$ cat src/design/u8u2_pkg.sv
// ----------------------------------------------------------------------------
// u8u2_pkg
// Shared types and constants for the UTF-8 to UCS-2 decoder.
// ----------------------------------------------------------------------------
`default_nettype none

package u8u2_pkg;

  // Result status codes
  localparam logic [1:0] ST_UNIT     = 2'd0;
  localparam logic [1:0] ST_BAD_LEAD = 2'd1;
  localparam logic [1:0] ST_TRUNC    = 2'd2;
  localparam logic [1:0] ST_END_ONLY = 2'd3;

  // Continuation bytes still due
  localparam logic [1:0] PEND_NONE = 2'd0;
  localparam logic [1:0] PEND_ONE  = 2'd1;
  localparam logic [1:0] PEND_TWO  = 2'd2;

  // Byte-order mark bytes
  localparam logic [7:0] BOM_B0 = 8'hEF;
  localparam logic [7:0] BOM_B1 = 8'hBB;
  localparam logic [7:0] BOM_B2 = 8'hBF;

  // Lead byte classes (upper bits of the byte)
  localparam logic [2:0] LEAD2_TAG = 3'b110;
  localparam logic [3:0] LEAD3_TAG = 4'b1110;

  typedef struct packed {
    logic [15:0] partial;
    logic [1:0]  pending;
    logic        mark;
  } dec_state_t;

  typedef struct packed {
    logic        emit;
    logic [15:0] unit;
    logic [1:0]  status;
  } dec_result_t;

endpackage

`default_nettype wire

$ cat src/design/u8u2_step.sv
// ----------------------------------------------------------------------------
// u8u2_step
// Combinational decode of one byte against the current sequence state.
// ----------------------------------------------------------------------------
`default_nettype none

module u8u2_step (
  input  wire u8u2_pkg::dec_state_t  state_i,
  input  wire logic [7:0]            byte_i,
  input  wire logic                  last_i,
  output u8u2_pkg::dec_state_t       state_o,
  output u8u2_pkg::dec_result_t      result_o
);

  always_comb begin
    state_o         = state_i;
    result_o.emit   = 1'b0;
    result_o.unit   = 16'h0000;
    result_o.status = u8u2_pkg::ST_UNIT;

    unique case (state_i.pending)
      u8u2_pkg::PEND_NONE: begin
        if (!byte_i[7]) begin
          result_o.unit = {8'h00, byte_i};
          result_o.emit = 1'b1;
        end else if (byte_i[7:5] == u8u2_pkg::LEAD2_TAG) begin
          state_o.partial = {5'b0, byte_i[4:0], 6'b0};
          state_o.pending = u8u2_pkg::PEND_ONE;
          state_o.mark    = 1'b0;
        end else if (byte_i[7:4] == u8u2_pkg::LEAD3_TAG) begin
          state_o.partial = {byte_i[3:0], 12'h000};
          state_o.pending = u8u2_pkg::PEND_TWO;
          state_o.mark    = (byte_i == u8u2_pkg::BOM_B0);
        end else begin
          // stray continuation or four-byte lead: flag and drop
          result_o.status = u8u2_pkg::ST_BAD_LEAD;
          result_o.emit   = 1'b1;
        end
      end
      u8u2_pkg::PEND_ONE: begin
        state_o = '0;
        if (state_i.mark && (byte_i == u8u2_pkg::BOM_B2)) begin
          // complete mark: drop, unless it ends the string
          if (last_i) begin
            result_o.status = u8u2_pkg::ST_END_ONLY;
            result_o.emit   = 1'b1;
          end
        end else begin
          result_o.unit = state_i.partial | {10'b0, byte_i[5:0]};
          result_o.emit = 1'b1;
        end
      end
      default: begin
        // two due (a count of three behaves the same)
        state_o.partial = state_i.partial | {4'b0, byte_i[5:0], 6'b0};
        state_o.pending = u8u2_pkg::PEND_ONE;
        state_o.mark    = state_i.mark && (byte_i == u8u2_pkg::BOM_B1);
      end
    endcase

    if (last_i) begin
      if (!result_o.emit) begin
        result_o.unit   = 16'h0000;
        result_o.status = u8u2_pkg::ST_TRUNC;
        result_o.emit   = 1'b1;
      end
      state_o = '0;
    end
  end

endmodule

`default_nettype wire

$ cat src/design/utf8_to_ucs2_decoder_core.sv
// ----------------------------------------------------------------------------
// utf8_to_ucs2_decoder_core
// Streaming UTF-8 to UCS-2 decoder: one byte in, at most one code unit out.
// ----------------------------------------------------------------------------
//
//  Channel | Direction | Handshake              | Payload
//  --------+-----------+------------------------+-------------------------------
//  in      | input     | in_valid_i / in_stall_o | byte_in_i, end_of_string_i
//  out     | output    | out_valid_o / out_stall_i | code_unit_o, status_o,
//          |           |                        | last_result_o
//
//  One byte per cycle sustained while the output is not stalled. A byte lands
//  in the input register, is decoded against the sequence state in the next
//  cycle and its result (if any) lands in the output register, from which it
//  is offered on the out channel.
//  Reset clears the valid flags and the sequence state; payload is unreset.
//  While the output beat is stalled the input register still takes one beat;
//  a byte that gives no result passes through even while the output waits.
// ----------------------------------------------------------------------------
`default_nettype none

module utf8_to_ucs2_decoder_core (
  input  wire logic        clk_i,
  input  wire logic        rst_ni,
  input  wire logic        in_valid_i,
  output logic             in_stall_o,
  input  wire logic [7:0]  byte_in_i,
  input  wire logic        end_of_string_i,
  output logic             out_valid_o,
  input  wire logic        out_stall_i,
  output logic [15:0]      code_unit_o,
  output logic [1:0]       status_o,
  output logic             last_result_o
);

  // Input register
  logic       in_valid_q;
  logic [7:0] in_byte_q;
  logic       in_last_q;

  // Sequence state
  u8u2_pkg::dec_state_t state_q, state_d;
  u8u2_pkg::dec_result_t step_res;

  // Output register
  logic        out_valid_q;
  logic [15:0] out_unit_q;
  logic [1:0]  out_status_q;
  logic        out_last_q;

  logic out_free;
  logic advance;
  logic in_take;

  u8u2_step u_step (
    .state_i  (state_q),
    .byte_i   (in_byte_q),
    .last_i   (in_last_q),
    .state_o  (state_d),
    .result_o (step_res)
  );

  // Output slot can take a result when empty or being drained this cycle
  assign out_free = !out_valid_q || !out_stall_i;
  // Advance the held byte unless its result has nowhere to go
  assign advance  = in_valid_q && (out_free || !step_res.emit);
  // Hold the input while the held byte cannot move on
  assign in_stall_o = in_valid_q && !advance;
  assign in_take    = in_valid_i && !in_stall_o;

  always_ff @(posedge clk_i or negedge rst_ni) begin
    if (!rst_ni) begin
      in_valid_q  <= 1'b0;
      state_q     <= '0;
      out_valid_q <= 1'b0;
    end else begin
      if (in_take) begin
        in_valid_q <= 1'b1;
      end else if (advance) begin
        in_valid_q <= 1'b0;
      end
      if (advance) begin
        state_q <= state_d;
      end
      if (advance && step_res.emit) begin
        out_valid_q <= 1'b1;
      end else if (!out_stall_i) begin
        out_valid_q <= 1'b0;
      end
    end
  end

  always_ff @(posedge clk_i) begin
    if (in_take) begin
      in_byte_q <= byte_in_i;
      in_last_q <= end_of_string_i;
    end
    if (advance && step_res.emit) begin
      out_unit_q   <= step_res.unit;
      out_status_q <= step_res.status;
      out_last_q   <= in_last_q;
    end
  end

  assign out_valid_o   = out_valid_q;
  assign code_unit_o   = out_unit_q;
  assign status_o      = out_status_q;
  assign last_result_o = out_last_q;

endmodule

`default_nettype wire

$ cat config.mk
export PLATFORM = sky130hd
export DESIGN_NAME = utf8_to_ucs2_decoder_core
export DESIGN_NICKNAME = d
export VERILOG_FILES = /design/src/design/u8u2_pkg.sv /design/src/design/u8u2_step.sv /design/src/design/utf8_to_ucs2_decoder_core.sv
export SDC_FILE = /design/constraint.sdc
export NUM_CORES = 1
export LEC_CHECK = 0
export BUFFER_PORTS_ARGS = -buffer_cell sky130_fd_sc_hd__clkbuf_2
export CAP_MARGIN = 20
export CELL_PAD_IN_SITES_DETAIL_PLACEMENT = 0
export CELL_PAD_IN_SITES_GLOBAL_PLACEMENT = 1
export CORE_MARGIN = 2
export CORE_UTILIZATION = 40
export DETAILED_ROUTE_END_ITERATION = 12
export GPL_ROUTABILITY_DRIVEN = 0
export PLACE_DENSITY_LB_ADDON = 0.1
export SYNTH_ARGS = -nofsm -noshare
export SYNTH_HDL_FRONTEND = slang
export SYNTH_SLANG_ARGS = --single-unit
$ cat constraint.sdc
create_clock -name clk_i -period 2.8 [get_ports clk_i]
set_input_delay 0.56 -clock clk_i [delete_from_list [all_inputs] [get_ports clk_i]]
set_output_delay 0.56 -clock clk_i [all_outputs]
set_load 0.05 [all_outputs]
**Yosys cells after proc, flatten, opt, wreduce, memory -nomap -nowiden**

Cells that the tools add are included.
Widths: inputs -> output; s select.

- Equal/unequal tests: 9
- Multiplexer cells: 24
- Bitwise logic cells: 2
- Reductions and logical operators: 16

Operator list:

| cell | number |
|---|---|
| $mux 19 | 5 |
| $pmux 19 s2 | 2 |
| $eq 8x8->1 const B | 3 |
| $mux 18 | 1 |
| $mux 16 | 1 |
| $or 16x12->16 | 1 |
| $or 16x6->16 | 1 |
| $mux 1 | 10 |
| $mux 2 | 4 |
| $mux 7 | 1 |
| $logic_and 1x1->1 | 6 |
| $logic_not 1->1 | 5 |
| $eq 4x4->1 const B | 1 |
| $ne 4x2->1 const B | 1 |
| $eq 3x3->1 const B | 1 |
| $ne 3x3->1 const B | 1 |
| $reduce_and 3->1 | 1 |
| $eq 2x1->1 const B | 1 |
| $logic_not 2->1 | 1 |
| $logic_or 1x1->1 | 2 |
| $ne 2x1->1 const B | 1 |
| $reduce_bool 2->1 | 1 |

- Flip-flop bits (word level): 49
- Input bits: 13
- Output and inout port bits: 21
- Word-level logic and storage cells: 61

**Longest topological paths before layout**

Gate-level depths: netlist of run 1.

- Word-level depth: 15
- Depth in mapped cells: 6
- Gate-level depth less buffers: 5

**Modules after synthesis**

From an unflattened synthesis of run 1, not the netlist that was laid out.

- Cell total of the unflattened synthesis: 217
- Area, all modules: 2468.6 um2

Modules (own cells, without submodules):

| module | times used | cells each | area each (um2) | seq. area each (um2) |
|---|---|---|---|---|
| utf8_to_ucs2_decoder_core | 1 | 146 | 1976.9 | 1366.3 |
| u8u2_step | 1 | 71 | 491.7 | 0.0 |

**Least setup slack after synthesis of run 1**

OpenSTA, ideal clock, no wires.

- Kind: register -> register
- Start: register in_byte_q[2]
- End: register out_unit_q[0] (netlist: code_unit_o[0]), enable pin
- Setup time: 401 ps
- Arrival time: 1964 ps
- Required time: 2399 ps
- Slack: 434 ps
- Cell stages (with the launch flop): 6
- Path buffers: 0
- Clock period less this slack: 2366 ps
- Cells stage by stage: edfxtp_1 nand4_1 nor4_4 nor3_2 o21ai_0 a21oi_1

- Word-level cells in the longest chain between the ends: 9

RTL lines:

| element | RTL line | RTL |
|---|---|---|
| start: declaration | utf8_to_ucs2_decoder_core.sv:38 | `logic [7:0] in_byte_q;` |
| start signal: assignment | utf8_to_ucs2_decoder_core.sv:95 | `in_byte_q <= byte_in_i;` |
| $eq 8x8->1 * | u8u2_step.sv:42 | `if (state_i.mark && (byte_i == u8u2_pkg::BOM_B2)) begin` |
| $logic_and 1x1->1 * | u8u2_step.sv:42 |  |
| $mux 1 * | u8u2_step.sv:42 |  |
| $pmux 19 s2 * | u8u2_step.sv:21 | `unique case (state_i.pending)` |
| $mux 19 * | u8u2_step.sv:61 | `if (last_i) begin` |
| $logic_not 1->1 | utf8_to_ucs2_decoder_core.sv:66 | `assign advance = in_valid_q && (out_free \|\| !step_res.emit);` |
| $logic_or 1x1->1 | utf8_to_ucs2_decoder_core.sv:66 |  |
| $logic_and 1x1->1 | utf8_to_ucs2_decoder_core.sv:66 |  |
| $logic_and 1x1->1 * | utf8_to_ucs2_decoder_core.sv:98 | `if (advance && step_res.emit) begin` |
| end signal: assignment | utf8_to_ucs2_decoder_core.sv:99 | `out_unit_q <= step_res.unit;` |
| end: declaration | utf8_to_ucs2_decoder_core.sv:47 | `logic [15:0] out_unit_q;` |

Every way passes the cells marked *; elsewhere a longest branch is shown, timed or not.
A chain may end at the register's enable or synchronous reset.

**Final worst setup path of run 1**

- Start: register in_byte_q[5]
- End: output in_stall_o

- Word-level cells in the longest chain between the ends: 11
- Elaborated cells between the ends (all ways): 15
- Those cells by class: 3 x eq/ne; 6 x mux; 6 x reduce/logical

RTL lines:

| element | RTL line | RTL |
|---|---|---|
| $eq 4x4->1 | u8u2_step.sv:30 | `end else if (byte_i[7:4] == u8u2_pkg::LEAD3_TAG) begin` |
| $mux 1 | u8u2_step.sv:30 |  |
| $mux 1 | u8u2_step.sv:26 | `end else if (byte_i[7:5] == u8u2_pkg::LEAD2_TAG) begin` |
| $mux 1 | u8u2_step.sv:23 | `if (!byte_i[7]) begin` |
| $pmux 19 s2 * | u8u2_step.sv:21 |  |
| $mux 19 * | u8u2_step.sv:61 |  |
| $logic_not 1->1 * | utf8_to_ucs2_decoder_core.sv:66 |  |
| $logic_or 1x1->1 * | utf8_to_ucs2_decoder_core.sv:66 |  |
| $logic_and 1x1->1 * | utf8_to_ucs2_decoder_core.sv:66 |  |
| $logic_not 1->1 * | utf8_to_ucs2_decoder_core.sv:68 | `assign in_stall_o = in_valid_q && !advance;` |
| $logic_and 1x1->1 * | utf8_to_ucs2_decoder_core.sv:68 |  |
| end: declaration | utf8_to_ucs2_decoder_core.sv:26 | `output logic in_stall_o,` |

Marks and branches as above.

==> flow_results.xml, run 1 <==
<?xml version="1.0" encoding="UTF-8"?>
<metrics>
  <group name="outcome">
    <metric name="result_of_the_run" unit="">complete, no violations</metric>
  </group>
  <group name="sta">
    <metric name="post-route-worst-setup-slack" unit="ns">0.334</metric>
    <metric name="min_period_over_period" unit="">0.881</metric>
    <metric name="tns" unit="ns">0</metric>
    <metric name="slew-limit-headroom" unit="">0.440</metric>
    <metric name="clock-skew-final" unit="ns">0.00648</metric>
    <metric name="report.final.slew_viol_count" unit="">0</metric>
    <metric name="worst_slew_pin_slew" unit="ns">0.834</metric>
    <metric name="final_period_minus_worst_setup_slack" unit="ns">2.47</metric>
    <metric name="setup_violations" unit="">0</metric>
    <metric name="hold_viol_final" unit="">0</metric>
    <metric name="final.hold.worst_slack" unit="ns">0.176</metric>
    <metric name="setup_repair_after_global_routing_missed_its_margin" unit="">no</metric>
    <metric name="clock.fmax" unit="MHz">406</metric>
  </group>
  <group name="job">
    <metric name="maxCapViolations" unit="">0</metric>
  </group>
  <group name="clock_network">
    <metric name="tritoncts_num_sinks" unit="">43</metric>
    <metric name="cts_hold_buf" unit="">0</metric>
    <metric name="cts.reportedPaths.clkPinSlew" unit="ns">0.08</metric>
    <metric name="htree_num_levels" unit="">2</metric>
    <metric name="post-cts-setup-buffer-count" unit="">0</metric>
    <metric name="tritoncts_clock_tree" unit="">yes</metric>
    <metric name="clock_tree.root_cell" unit="">clkbuf_8</metric>
    <metric name="cts_made_buffers" unit="">5</metric>
    <metric name="clock_path_buffers" unit="">2</metric>
    <metric name="post_cts_resize_count" unit="">0</metric>
    <metric name="worstSkewPairLatency" unit="ns">0.30</metric>
  </group>
  <group name="pwr">
    <metric name="ir_drop" unit="µV">314</metric>
    <metric name="power_per_cell_area" unit="nW/µm²">739</metric>
    <metric name="fin_total_pwr" unit="mW">1.56</metric>
    <metric name="power.static_leakage" unit="nW">0.888</metric>
  </group>
  <group name="worst_setup_path">
    <metric name="path_max_fanout" unit="">5</metric>
    <metric name="path_class" unit="">flip-flop to primary output</metric>
    <metric name="setup.worst_path.end_class" unit="">primary output</metric>
    <metric name="worst-endpoint-arrival" unit="ns">1.91</metric>
    <metric name="timing.critical_path.required" unit="ns">2.24</metric>
    <metric name="worstSetupStartpointType" unit="">flip-flop</metric>
  </group>
  <group name="drt">
    <metric name="average_via_count_per_standard_cell" unit="">5.20</metric>
    <metric name="remaining_antenna_violation_count" unit="">0</metric>
    <metric name="wirelength_per_cell" unit="µm">15.6</metric>
    <metric name="drt-total-wl" unit="µm">3360</metric>
    <metric name="drt-pass1-iter-count" unit="">4</metric>
    <metric name="vias" unit="">1124</metric>
    <metric name="drt_first_iter_violations" unit="">67</metric>
    <metric name="drcViolationCount" unit="">0</metric>
  </group>
  <group name="synthesis">
    <metric name="yosysWarnings" unit="">0</metric>
    <metric name="ys_ff_latch" unit="">43</metric>
    <metric name="synth_enable_flop_cells" unit="">28</metric>
    <metric name="yosys.cell_types.count" unit="">37</metric>
    <metric name="yosys.area.top_type" unit="">edfxtp_1</metric>
    <metric name="postSynthAreaPerCell" unit="µm²">14.3</metric>
    <metric name="synth_seq_area_share" unit="">0.688</metric>
    <metric name="syn_nets" unit="">137</metric>
    <metric name="postSynthCellCount" unit="">124</metric>
    <metric name="synth.top_cell.area_share" unit="">0.476</metric>
    <metric name="yosys.cell_count.top_type" unit="">edfxtp_1</metric>
    <metric name="asyncSetResetFlopFracSynth" unit="">0.349</metric>
    <metric name="ys_dominant_reg_cell" unit="">edfxtp_1</metric>
    <metric name="synth.cell_area" unit="µm²">1770</metric>
    <metric name="ys_top_cells_by_count" unit="">edfxtp_1 (28), dfrtp_1 (15), and2_1 (14)</metric>
    <metric name="netlist_top_cells_area" unit="">edfxtp_1 (48%), dfrtp_1 (21%), a22o_1 (5.0%)</metric>
  </group>
  <group name="die">
    <metric name="core_region_area" unit="µm²">4290</metric>
    <metric name="ports" unit="">34</metric>
    <metric name="horizontal_die_dimension" unit="µm">70.5</metric>
    <metric name="initial_standard_cell_utilization_of_the_core" unit="">0.412</metric>
    <metric name="die-height" unit="µm">70.5</metric>
    <metric name="placementRows" unit="">24</metric>
    <metric name="die-area" unit="µm²">4970</metric>
  </group>
  <group name="placement">
    <metric name="place.detailed.hpwl" unit="µm">2460</metric>
    <metric name="numPlacedInstances" unit="">209</metric>
    <metric name="port_buffers" unit="">33</metric>
    <metric name="detailedPlace.worstSlack" unit="ns">0.665</metric>
    <metric name="dpl-instance-area" unit="µm²">2010</metric>
  </group>
  <group name="layout">
    <metric name="fin_area" unit="µm²">2110</metric>
    <metric name="area_delta_synth_final" unit="%">19.4</metric>
    <metric name="design.final.nets" unit="">177</metric>
    <metric name="count_of_antenna_diodes_in_the_layout" unit="">0</metric>
    <metric name="core_utilization_of_the_finished_layout" unit="">0.492</metric>
    <metric name="drive_above_1_share" unit="">0.329</metric>
    <metric name="post_layout_nonfiller_instances" unit="">216</metric>
  </group>
  <group name="grt">
    <metric name="initial_antenna_violation_count" unit="">0</metric>
    <metric name="first_global_vias" unit="">1127</metric>
    <metric name="groute.usage.overall" unit="">0.148</metric>
    <metric name="grt.met1_usage" unit="">0.205</metric>
    <metric name="global_route_total_overflow" unit="">0</metric>
    <metric name="grt_first_pass_wirelength" unit="µm">5580</metric>
    <metric name="grt_use_met3" unit="">0.0332</metric>
    <metric name="groute.layer.met2.usage" unit="">0.217</metric>
    <metric name="pin_count_of_the_biggest_net_entering_global_routing" unit="">19</metric>
    <metric name="grt.busiest_layer" unit="">met2</metric>
  </group>
  <group name="worst_hold_path">
    <metric name="timing.hold.worst.class" unit="">primary input to asynchronous set/reset pin</metric>
  </group>
</metrics>
[cell usage in the layout, fill, tap and decap left out, types with 2 or more instances in the layout]
cell      count
nand3_1       2
buf_4         3
inv_1         4
nor4b_1       2
edfxtp_1     28
clkbuf_8      5
clkbuf_2     33
and2_1       14
a22o_1       10
dfrtp_1      15
nand2_1       5
nor3_1        6
nor2_1        8
o21ai_0       3
[report_power, final]
group,internal (mW),switching [mW],leakage [nW],total (mW)
clock,0.261,0.196,0.0513,0.457
combinational,0.0863,0.217,0.364,0.303
sequential,0.756,0.0437,0.472,0.800
[worst paths after layout]
path	from	endpoint	slack, ns	cells after the start
worst max-delay path	in_byte_q[5]	in_stall_o	0.33	5
max in group asynchronous	rst_ni	state_q[2]	2.34	1
worst min-delay path	rst_ni	out_valid_o	0.18	1
min in group clk_i	byte_in_i[2]	in_byte_q[2]	0.44	1
worst min register to register	state_q[14]	state_q[14]	0.50	1
worst max register to register	in_byte_q[5]	code_unit_o[3]	0.83	6
[critical path: stages, from the launching register on]
cell      delay (ns)
edfxtp_1        0.43
nand4_2         0.17
nor4_4          0.39
nor3_2          0.11
o2111a_2        0.27
clkbuf_2        0.23
[final cells by class]
type                            count  area [µm²]
Fill cell                         407        2180
Sequential cell                    43        1220
Multi-Input combinational cell     74         524
Timing Repair Buffer               36         188
Clock buffer                        6        72.6
Tap cell                           52        65.1
Clock inverter                      1        30.0
Inverter                            4        15.0
[routing by layer]
layer  wire (µm)  share of wire
met1        1540           0.46
met2        1500           0.45
met3         222          0.066
met4          91          0.027
met5           0              0
[state kept, by name, summed over array words and instances, names as in the netlist]
name,cells
code_unit_o,16
state_q,13
in_byte_q,8
status_o,2
in_last_q,1
in_valid_q,1
last_result_o,1
out_valid_o,1
[cells by family after synthesis]
group                  share of synthesized area
and+or+nand+nor                            0.182
buffers and inverters                     0.0177
AOI/OAI and AO/OA                          0.106
DFF                                        0.688
muxes                                    0.00637
Note: power is estimated with default switching activity, not from simulation.
==> run 2, diff against run 1 <==
--- a/config.mk
+++ b/config.mk
@@ -10,7 +10,7 @@
 export CELL_PAD_IN_SITES_DETAIL_PLACEMENT = 0
 export CELL_PAD_IN_SITES_GLOBAL_PLACEMENT = 1
 export CORE_MARGIN = 2
-export CORE_UTILIZATION = 40
+export CORE_UTILIZATION = 35
 export DETAILED_ROUTE_END_ITERATION = 12
 export GPL_ROUTABILITY_DRIVEN = 0
 export PLACE_DENSITY_LB_ADDON = 0.1
==> run 2 against run 1 <==
  * Count of clock-buffer cells in the layout is the same
  * Sequential cell count stayed put
  * Sequential power hardly changed
  * Clock skew is 0.0019 ns lower
  * Critical path type unchanged
  * Largest power group unchanged
  * Highest routed layer unchanged
==> flow_results.xml, run 2 (synthesized netlist as in run 1, its figures left out) <==
<?xml version="1.0" encoding="UTF-8"?>
<metrics>
  <group name="drt">
    <metric name="wirelength_per_cell" unit="µm">13.8</metric>
    <metric name="remaining_antenna_violation_count" unit="">0</metric>
    <metric name="average_via_count_per_standard_cell" unit="">4.78</metric>
    <metric name="drt-total-wl" unit="µm">3210</metric>
    <metric name="vias" unit="">1108</metric>
    <metric name="drt_first_iter_violations" unit="">92</metric>
    <metric name="drt-pass1-iter-count" unit="">4</metric>
    <metric name="drcViolationCount" unit="">0</metric>
  </group>
  <group name="layout">
    <metric name="drive_above_1_share" unit="">0.339</metric>
    <metric name="core_utilization_of_the_finished_layout" unit="">0.452</metric>
    <metric name="count_of_antenna_diodes_in_the_layout" unit="">0</metric>
    <metric name="design.final.nets" unit="">177</metric>
    <metric name="final_common_cell" unit="">clkbuf_2</metric>
    <metric name="layout.cells.most_common_list" unit="">clkbuf_2 (33), edfxtp_1 (28), dfrtp_1 (15)</metric>
    <metric name="area_delta_synth_final" unit="%">22.2</metric>
    <metric name="largest_register_ff_count" unit="">16</metric>
  </group>
  <group name="die">
    <metric name="horizontal_die_dimension" unit="µm">75.1</metric>
    <metric name="core_region_area" unit="µm²">4790</metric>
    <metric name="placementRows" unit="">25</metric>
    <metric name="die-height" unit="µm">75.1</metric>
    <metric name="ports" unit="">34</metric>
    <metric name="initial_standard_cell_utilization_of_the_core" unit="">0.369</metric>
    <metric name="die-area" unit="µm²">5640</metric>
  </group>
  <group name="worst_setup_path">
    <metric name="worst-endpoint-arrival" unit="ns">1.91</metric>
    <metric name="worstSetupStartpointType" unit="">flip-flop</metric>
    <metric name="cpLargestDelayFamily" unit="">simple AND/OR/NAND/NOR gates</metric>
    <metric name="timing.critical_path.slowest_cell_delay" unit="ns">0.44</metric>
    <metric name="setup.worst_path.end_class" unit="">primary output</metric>
    <metric name="regToRegStartpoint" unit="">in_byte_q[2]</metric>
    <metric name="crit_path_top_delay_cell" unit="">edfxtp_1</metric>
    <metric name="timing.critical_path.cells" unit="">nand4_2 &gt; nor4_4 &gt; nor3_2 &gt; o2111a_2 &gt; clkbuf_2</metric>
    <metric name="timing.critical_path.required" unit="ns">2.24</metric>
    <metric name="critPathLaunch" unit="">in_byte_q[4]</metric>
    <metric name="path_max_fanout" unit="">5</metric>
    <metric name="worstPathBufferInverterCount" unit="">1</metric>
    <metric name="path_class" unit="">flip-flop to primary output</metric>
  </group>
  <group name="clock_network">
    <metric name="tritoncts_num_sinks" unit="">43</metric>
    <metric name="post_cts_resize_count" unit="">0</metric>
    <metric name="clock_tree.root_cell" unit="">clkbuf_8</metric>
    <metric name="clock_path_buffers" unit="">2</metric>
    <metric name="cts_made_buffers" unit="">5</metric>
    <metric name="tritoncts_clock_tree" unit="">yes</metric>
    <metric name="post-cts-setup-buffer-count" unit="">0</metric>
    <metric name="cts_hold_buf" unit="">0</metric>
    <metric name="worstSkewPairLatency" unit="ns">0.30</metric>
    <metric name="htree_num_levels" unit="">2</metric>
    <metric name="cts.reportedPaths.clkPinSlew" unit="ns">0.08</metric>
  </group>
  <group name="sta">
    <metric name="hold_viol_final" unit="">0</metric>
    <metric name="tns" unit="ns">0</metric>
    <metric name="setup_violations" unit="">0</metric>
    <metric name="min_period_over_period" unit="">0.883</metric>
    <metric name="final.hold.worst_slack" unit="ns">0.176</metric>
    <metric name="worst_slew_pin_slew" unit="ns">0.608</metric>
    <metric name="report.final.slew_viol_count" unit="">0</metric>
    <metric name="setup_repair_after_global_routing_missed_its_margin" unit="">no</metric>
    <metric name="clock.fmax" unit="MHz">405</metric>
    <metric name="clock-skew-final" unit="ns">0.00461</metric>
    <metric name="slew-limit-headroom" unit="">0.592</metric>
    <metric name="final_period_minus_worst_setup_slack" unit="ns">2.47</metric>
  </group>
  <group name="pwr">
    <metric name="ir_drop" unit="µV">305</metric>
    <metric name="power_per_cell_area" unit="nW/µm²">745</metric>
    <metric name="power.static_leakage" unit="nW">0.902</metric>
    <metric name="fin_total_pwr" unit="mW">1.61</metric>
  </group>
  <group name="grt">
    <metric name="pin_count_of_the_biggest_net_entering_global_routing" unit="">16</metric>
    <metric name="global_route_total_overflow" unit="">0</metric>
    <metric name="initial_antenna_violation_count" unit="">0</metric>
    <metric name="grt_first_pass_wirelength" unit="µm">5260</metric>
    <metric name="first_global_vias" unit="">1067</metric>
    <metric name="groute.usage.overall" unit="">0.128</metric>
  </group>
  <group name="placement">
    <metric name="port_buffers" unit="">33</metric>
  </group>
  <group name="outcome">
    <metric name="result_of_the_run" unit="">complete, no violations</metric>
  </group>
  <group name="worst_hold_path">
    <metric name="timing.hold.worst.class" unit="">primary input to asynchronous set/reset pin</metric>
  </group>
  <group name="job">
    <metric name="maxCapViolations" unit="">0</metric>
  </group>
</metrics>
-- run 2: cell types whose count changed in the layout (fill, tap and decap cells not counted), sizes merged --
cell  before  now
inv        4    5
-- run 2: path summary, 6_finish.rpt --
path                                       end  slack, ns  depth (start not counted)
worst min register to register     state_q[16]       0.51                          1
min in group clk_i                   in_last_q       0.43                          1
worst max-delay path                in_stall_o       0.33                          5
worst min-delay path               state_q[18]       0.18                          1
worst max register to register  code_unit_o[6]       0.69                          6
max in group asynchronous           state_q[1]       2.34                          1
-- run 2: metrics by stage --
| stage | area (µm²) | std cells | setup slack [ns] |
|---|---|---|---|
| 5_1_grt | 2160 | 232 | 0.222 |
| 6_report | 2160 | 232 | 0.328 |
| 3_5_place_dp | 2040 | 224 | 0.655 |
| 4_1_cts | 2160 | 232 | 0.322 |
| 3_3_place_gp | 2040 | 224 | 0.685 |
| 2_1_floorplan | 1770 | 124 | 0.434 |
-- run 2: layer usage --
metal,wire length [µm],part of all wire,vias up,global-route usage
met3,246,0.077,5,0.0482
met4,53,0.017,0,0.0476
met1,1390,0.43,517,0.162
met5,0,0,-,0
li1,-,-,548,-
met2,1520,0.47,38,0.203
-- run 2: power breakdown --
group | total [mW] | switching, mW | internal, mW
sequential | 0.798 | 0.0422 | 0.756
clock | 0.506 | 0.213 | 0.293
combinational | 0.306 | 0.215 | 0.0909
-- run 2: layout make-up --
cell class | count | area [µm²]
clock buffer | 6 | 82.6
tap | 67 | 83.8
multi-input combinational | 74 | 524
timing repair buffer | 36 | 200
inverter | 4 | 15.0
sequential | 43 | 1220
clock inverter | 2 | 38.8
fill | 467 | 2630
